==> src/rtl/salu_pkg.sv <==
// shared types and constants for the sized alu with condition flags
package salu_pkg;

	typedef enum logic [2:0] {
		KIND_AND = 3'd0,
		KIND_OR  = 3'd1,
		KIND_SHL = 3'd2,
		KIND_SHR = 3'd3,
		KIND_ADD = 3'd4,
		KIND_MUL = 3'd5
	} kind_t;

	typedef enum logic [1:0] {
		SIZE_BYTE = 2'd0,
		SIZE_HALF = 2'd1,
		SIZE_WORD = 2'd2
	} size_t;

	localparam int unsigned DataW = 32;
	localparam int unsigned FullW = 2 * DataW;

	localparam logic [DataW-1:0] MaskByte = 32'h0000_00ff;
	localparam logic [DataW-1:0] MaskHalf = 32'h0000_ffff;
	localparam logic [DataW-1:0] MaskWord = 32'hffff_ffff;

	function automatic logic [DataW-1:0] size_mask(input logic [1:0] sz);
		logic [DataW-1:0] m;
		case (sz)
			SIZE_BYTE: m = MaskByte;
			SIZE_HALF: m = MaskHalf;
			default:   m = MaskWord;
		endcase
		return m;
	endfunction

endpackage

==> src/rtl/sized_alu_with_flags_top.sv <==
// sized alu with condition flags: three-stage pipeline, top level
// Each beat carries one operation (and, or, shift left, shift right, add,
// multiply) on two operands masked to byte, halfword or word size, and
// returns the masked result with zero, negative, positive and overflow flags
// plus a flag write enable. The pipeline has three register stages (operand
// masking, the operation itself with a 32x32 multiplier, flag extraction), and
// one beat is accepted every cycle while out_ready is high. A stall holds
// every full stage; empty stages still fill, so in_ready drops only when all
// three are full and out_ready is low. Unknown operation or size codes give an
// all-zero result beat.
module sized_alu_with_flags_top (
	input  logic        clk,
	input  logic        arst_n,
	input  logic        in_valid,
	output logic        in_ready,
	input  logic [2:0]  kind,
	input  logic [1:0]  size,
	input  logic [31:0] first_operand,
	input  logic [31:0] second_operand,
	input  logic        update_flags,
	output logic        out_valid,
	input  logic        out_ready,
	output logic [31:0] result,
	output logic        zero_flag,
	output logic        negative_flag,
	output logic        positive_flag,
	output logic        ovf_flag,
	output logic        flags_write
);

	localparam int unsigned DataW = salu_pkg::DataW;
	localparam int unsigned FullW = salu_pkg::FullW;

	logic en1, en2, en3;

	// stage 1 registers
	logic                   valid_s1;
	logic                   legal_s1;
	salu_pkg::kind_t        kind_s1;
	logic [1:0]             size_s1;
	logic [DataW-1:0]       a_s1;
	logic [DataW-1:0]       b_s1;
	logic                   upd_s1;

	// stage 2 registers
	logic                   valid_s2;
	logic                   legal_s2;
	logic [1:0]             size_s2;
	logic [FullW-1:0]       full_s2;
	logic                   upd_s2;

	// stage 3 registers
	logic                   valid_s3;
	logic [DataW-1:0]       res_s3;
	logic                   zero_s3;
	logic                   neg_s3;
	logic                   pos_s3;
	logic                   ovf_s3;
	logic                   wr_s3;

	logic                   legal_in;
	logic [DataW-1:0]       mask_in;
	logic                   shamt_big;
	logic [FullW-1:0]       full_c;
	logic [DataW-1:0]       res_c;
	logic                   top_c;
	logic                   ovf_c;

	assign en3      = !valid_s3 || out_ready;
	assign en2      = !valid_s2 || en3;
	assign en1      = !valid_s1 || en2;
	assign in_ready = en1;

	// stage 1: decode and mask operands
	assign legal_in = (kind <= salu_pkg::KIND_MUL) && (size <= salu_pkg::SIZE_WORD);
	assign mask_in  = salu_pkg::size_mask(size);

	always_ff @(posedge clk or negedge arst_n) begin
		if (!arst_n) begin
			valid_s1 <= 1'b0;
		end else if (en1) begin
			valid_s1 <= in_valid;
		end
	end

	always_ff @(posedge clk) begin
		if (en1 && in_valid) begin
			legal_s1 <= legal_in;
			kind_s1  <= salu_pkg::kind_t'(kind);
			size_s1  <= size;
			a_s1     <= first_operand & mask_in;
			b_s1     <= second_operand & mask_in;
			upd_s1   <= update_flags;
		end
	end

	// stage 2: the operation at full precision
	always_comb begin
		case (size_s1)
			salu_pkg::SIZE_BYTE: shamt_big = |b_s1[DataW-1:3];
			salu_pkg::SIZE_HALF: shamt_big = |b_s1[DataW-1:4];
			default:             shamt_big = |b_s1[DataW-1:5];
		endcase
	end

	always_comb begin
		case (kind_s1)
			salu_pkg::KIND_AND: full_c = {{DataW{1'b0}}, a_s1 & b_s1};
			salu_pkg::KIND_OR:  full_c = {{DataW{1'b0}}, a_s1 | b_s1};
			salu_pkg::KIND_SHL: full_c = shamt_big ? '0 :
				({{DataW{1'b0}}, a_s1} << b_s1[4:0]);
			salu_pkg::KIND_SHR: full_c = shamt_big ? '0 :
				{{DataW{1'b0}}, a_s1 >> b_s1[4:0]};
			salu_pkg::KIND_ADD: full_c = {{(DataW-1){1'b0}},
				{1'b0, a_s1} + {1'b0, b_s1}};
			salu_pkg::KIND_MUL: full_c = a_s1 * b_s1;
			default:            full_c = '0;
		endcase
	end

	always_ff @(posedge clk or negedge arst_n) begin
		if (!arst_n) begin
			valid_s2 <= 1'b0;
		end else if (en2) begin
			valid_s2 <= valid_s1;
		end
	end

	always_ff @(posedge clk) begin
		if (en2 && valid_s1) begin
			legal_s2 <= legal_s1;
			size_s2  <= size_s1;
			full_s2  <= legal_s1 ? full_c : '0;
			upd_s2   <= upd_s1;
		end
	end

	// stage 3: mask result and derive flags
	assign res_c = full_s2[DataW-1:0] & salu_pkg::size_mask(size_s2);

	always_comb begin
		case (size_s2)
			salu_pkg::SIZE_BYTE: begin
				top_c = full_s2[7];
				ovf_c = |full_s2[FullW-1:8];
			end
			salu_pkg::SIZE_HALF: begin
				top_c = full_s2[15];
				ovf_c = |full_s2[FullW-1:16];
			end
			default: begin
				top_c = full_s2[DataW-1];
				ovf_c = |full_s2[FullW-1:DataW];
			end
		endcase
	end

	always_ff @(posedge clk or negedge arst_n) begin
		if (!arst_n) begin
			valid_s3 <= 1'b0;
		end else if (en3) begin
			valid_s3 <= valid_s2;
		end
	end

	always_ff @(posedge clk) begin
		if (en3 && valid_s2) begin
			res_s3  <= res_c;
			zero_s3 <= legal_s2 && (res_c == '0);
			neg_s3  <= (res_c != '0) && top_c;
			pos_s3  <= (res_c != '0) && !top_c;
			ovf_s3  <= legal_s2 && ovf_c;
			wr_s3   <= legal_s2 && upd_s2;
		end
	end

	assign out_valid     = valid_s3;
	assign result        = res_s3;
	assign zero_flag     = zero_s3;
	assign negative_flag = neg_s3;
	assign positive_flag = pos_s3;
	assign ovf_flag      = ovf_s3;
	assign flags_write   = wr_s3;

endmodule

==> config.mk <==
export PLATFORM = sky130hd
export DESIGN_NAME = sized_alu_with_flags_top
export DESIGN_NICKNAME = d
export VERILOG_FILES = /design/src/rtl/salu_pkg.sv /design/src/rtl/sized_alu_with_flags_top.sv
export SDC_FILE = /design/constraint.sdc
export NUM_CORES = 2
export LEC_CHECK = 0
export ABC_AREA = 1
export BUFFER_PORTS_ARGS = -buffer_cell sky130_fd_sc_hd__buf_2
export CORE_AREA = 2 2 381 383
export CTS_CLUSTER_DIAMETER = 200
export DETAILED_ROUTE_END_ITERATION = 10
export DIE_AREA = 0 0 383 385
export GPL_ROUTABILITY_DRIVEN = 0
export PLACE_DENSITY = 0.52
export SLEW_MARGIN = 20
export SYNTH_ARGS = -nofsm -noshare
export SYNTH_HDL_FRONTEND = slang
export SYNTH_SLANG_ARGS = --single-unit
==> constraint.sdc <==
create_clock -name clk -period 7.3 [get_ports clk]
set_input_delay 1.46 -clock clk [delete_from_list [all_inputs] [get_ports clk]]
set_output_delay 1.46 -clock clk [all_outputs]
set_load 0.05 [all_outputs]
==> impl_metrics.toml <==
[run_status]
outcome = "finished clean"

[timing]
skew_ns = 0.0356
period_needed_ns = 7.14
relSlewSlack_pct = 24.0
tightest_slew_ns = 1.14
drv_slew = 0
hold-worst-slack_ns = 0.434
fin_tns_setup_ns = 0
hold_viol = 0
fmax_ghz = 0.140
setup_viol = 0
finalCritPeriodShare_pct = 97.8
rsz0062_at_grt = "yes"

[worst_setup_path]
ff2ff_path_depth = 24
setup.worst_path.class = "reg2reg"
arrival_ns = 7.43
critical_path.endpoint = "full_s2[30]"
r2r_start = "a_s1[13]"
rr_endpoint = "full_s2[30]"
path_depth = 24
cp_slowest_cell = "fa_1"
cp.required_ns = 7.60
crit_family = "adder cells"
worstPathMaxFanout = 18
startpoint_type = "flop"
crit_chain = "buf_12 -> ha_1 -> fa_1 -> fa_1 -> inv_1 -> fa_1 -> fa_1 -> inv_1 -> fa_1 -> fa_1 -> fa_1 -> fa_1 -> ha_4 -> nand2_1 -> nor2_2 -> nand2_1 -> inv_1 -> a21oi_2 -> nand2_2 -> nand2_1 -> nand3_1 -> nand3_1 -> nand2_1 -> inv_1"
slowest_delay_ns = 0.60
end_kind = "flop"
worst_path_most_repeated_cell = "fa_1"
cp.buffers_inverters = 5
reg2reg_setup_slack_ns = 0.16
setup.worst_path.start = "a_s1[13]"

[floorplan]
ios = 113
num_rows = 139
die_h_um = 385
dieArea_mm2 = 0.147
start_util_pct = 34.9
core_mm2 = 0.143
die_w_um = 383

[clocking]
clk-insertion-delay-late_ns = 0.56
htree_num_levels = 4
cts.sinks = 179
cts_root_buffer = "clkbuf_16"
cts_buffer_depth = 2
cts_tree = "built"
path_clk_slew_ns = 0.08
numCtsBuffers = 17
hold_buffers = 0

[route]
routed_via_density = 4.94
drt-wirelength-per-cell_um = 20.0
drt_iter0_markers = 4219
vias = 44200
routed_wl_um = 179000
ant_nets = 0
drc_errors = 0
dr.pass1.iters = 6

[grt]
overflow = 0
grt_use_total_pct = 24.9
busiest_layer = "met2"
grt_use_met1_pct = 33.6
grt_max_degree = 82
grt_pass1_wl_um = 275000
grt_pass1_vias = 45200
met3_usage_pct = 3.83
met2_usage_pct = 40.3
antenna_found_initial = 5

[logic_synthesis]
netlist_area_mm2 = 0.0499
async_flop_share_pct = 1.68
seq_area_frac_synth_pct = 10.7
synth_edf_count = 176
synthCells = 6974
ys.flop_type = "edfxtp_1"
yosysWarnings = 0
ys_ff_latch = 179
synth.distinct_cells = 54
syn_nets = 8274
syn_area_per_cell_um2 = 7.16

[final_layout]
final_nets = 8331
syn_to_final_growth_pct = 10.7
antenna_cells = 0
layout_common_cells = "nand2_1, inv_1, fa_1"
fillerInstances = 15200
drive_above_1_share_pct = 7.47
mostFrequentLayoutCell = "nand2_1"

[place]
port_buffers = 112
dpl.hpwl_um = 147000

[hold_path]
min_path_type = "reg2reg"

[flow_run]
max-cap-violations = 0
-- cell families after synthesis --
kind of cell,Yosys count,share of synthesized area [%]
compound gates,335,3.67
flops,179,10.7
fa+ha+maj,1226,44.2
simple gates,2919,23.6
buf+inv,2300,17.5
mux,2,0.0401
xor+xnor,13,0.228
-- synth_stat cells, drive strengths merged (2+ instances only) --
cell	number	area [um^2]
a211oi	4	30.0
a21boi	2	15.0
a21o	3	22.5
a21oi	173	870
a31oi	11	68.8
and2	5	31.3
buf	73	383
clkbuf	241	905
clkinv	2	7.51
dfrtp	3	75.1
edfxtp	176	5290
fa	896	17900
ha	330	4130
inv	1984	7450
mux2i	2	20.0
nand2	2107	7930
nand3	373	1890
nand3b	28	210
nand4	32	200
nor2	323	1230
nor3	17	85.1
nor4	18	113
o211ai	6	45.0
o21ai	89	445
o21bai	15	113
o221ai	3	26.3
o22ai	22	138
or2	14	87.6
xnor2	10	87.6
xor2	3	26.3
-- sequential cells by signal, indices dropped and copies added (netlist names), 2 cells and up --
name     count
kind_s1      3
size_s2      2
size_s1      2
result      32
a_s1        32
full_s2     64
b_s1        32
-- what timing repair did --
item / CTS / global route
gates resized for setup: 7 / 114
gates cloned: 1 / 0
pin swaps: 0 / 6
buffers inserted: 1 / 4
endpoints found under the setup margin: 10 / 48
-- per-layer routing --
layer	vias to the layer above	wire length [um]	share of wire (%)
met3	306	13800	7.7
met1	21900	76000	42
met5	-	45	0.025
met4	6	7680	4.3
met2	1775	81700	46
li1	20200	-	-
-- worst min-delay path by stage --
| stage | start | end | depth (start not counted) |
|---|---|---|---|
| CTS | upd_s1 | upd_s2 | 0 |
| detailed placement | upd_s1 | upd_s2 | 0 |
| global placement | upd_s1 | upd_s2 | 0 |
| global route | upd_s1 | upd_s2 | 0 |
| floorplan | upd_s1 | upd_s2 | 0 |
| finish | upd_s1 | upd_s2 | 0 |
-- metrics by stage --
step / util (%) / area [um^2] / std cells / worst slack (ns)
after global placement: 37.8 / 54100 / 8908 / -0.126
after detailed placement: 37.8 / 54100 / 8908 / -0.103
after floorplan: - / 49900 / 6974 / 0.270
after CTS: 38.3 / 54800 / 8942 / 0.0000622
final: 38.6 / 55300 / 8947 / 0.164
after global routing: 38.6 / 55300 / 8947 / -0.0230
-- cell type report --
| class | count | area, um^2 | share of cell area (%) |
|---|---|---|---|
| clock inverters | 15 | 181 | 0.328 |
| multi-input cells | 4495 | 36300 | 65.6 |
| clock buffers | 17 | 425 | 0.770 |
| well taps | 1903 | 2380 | 4.31 |
| repair buffers | 352 | 3180 | 5.75 |
| flip-flops and latches | 179 | 5360 | 9.70 |
| inverters | 1986 | 7460 | 13.5 |
Power is not shown: default switching activity piles up to over one toggle a cycle in this logic, so the estimate is an artifact.
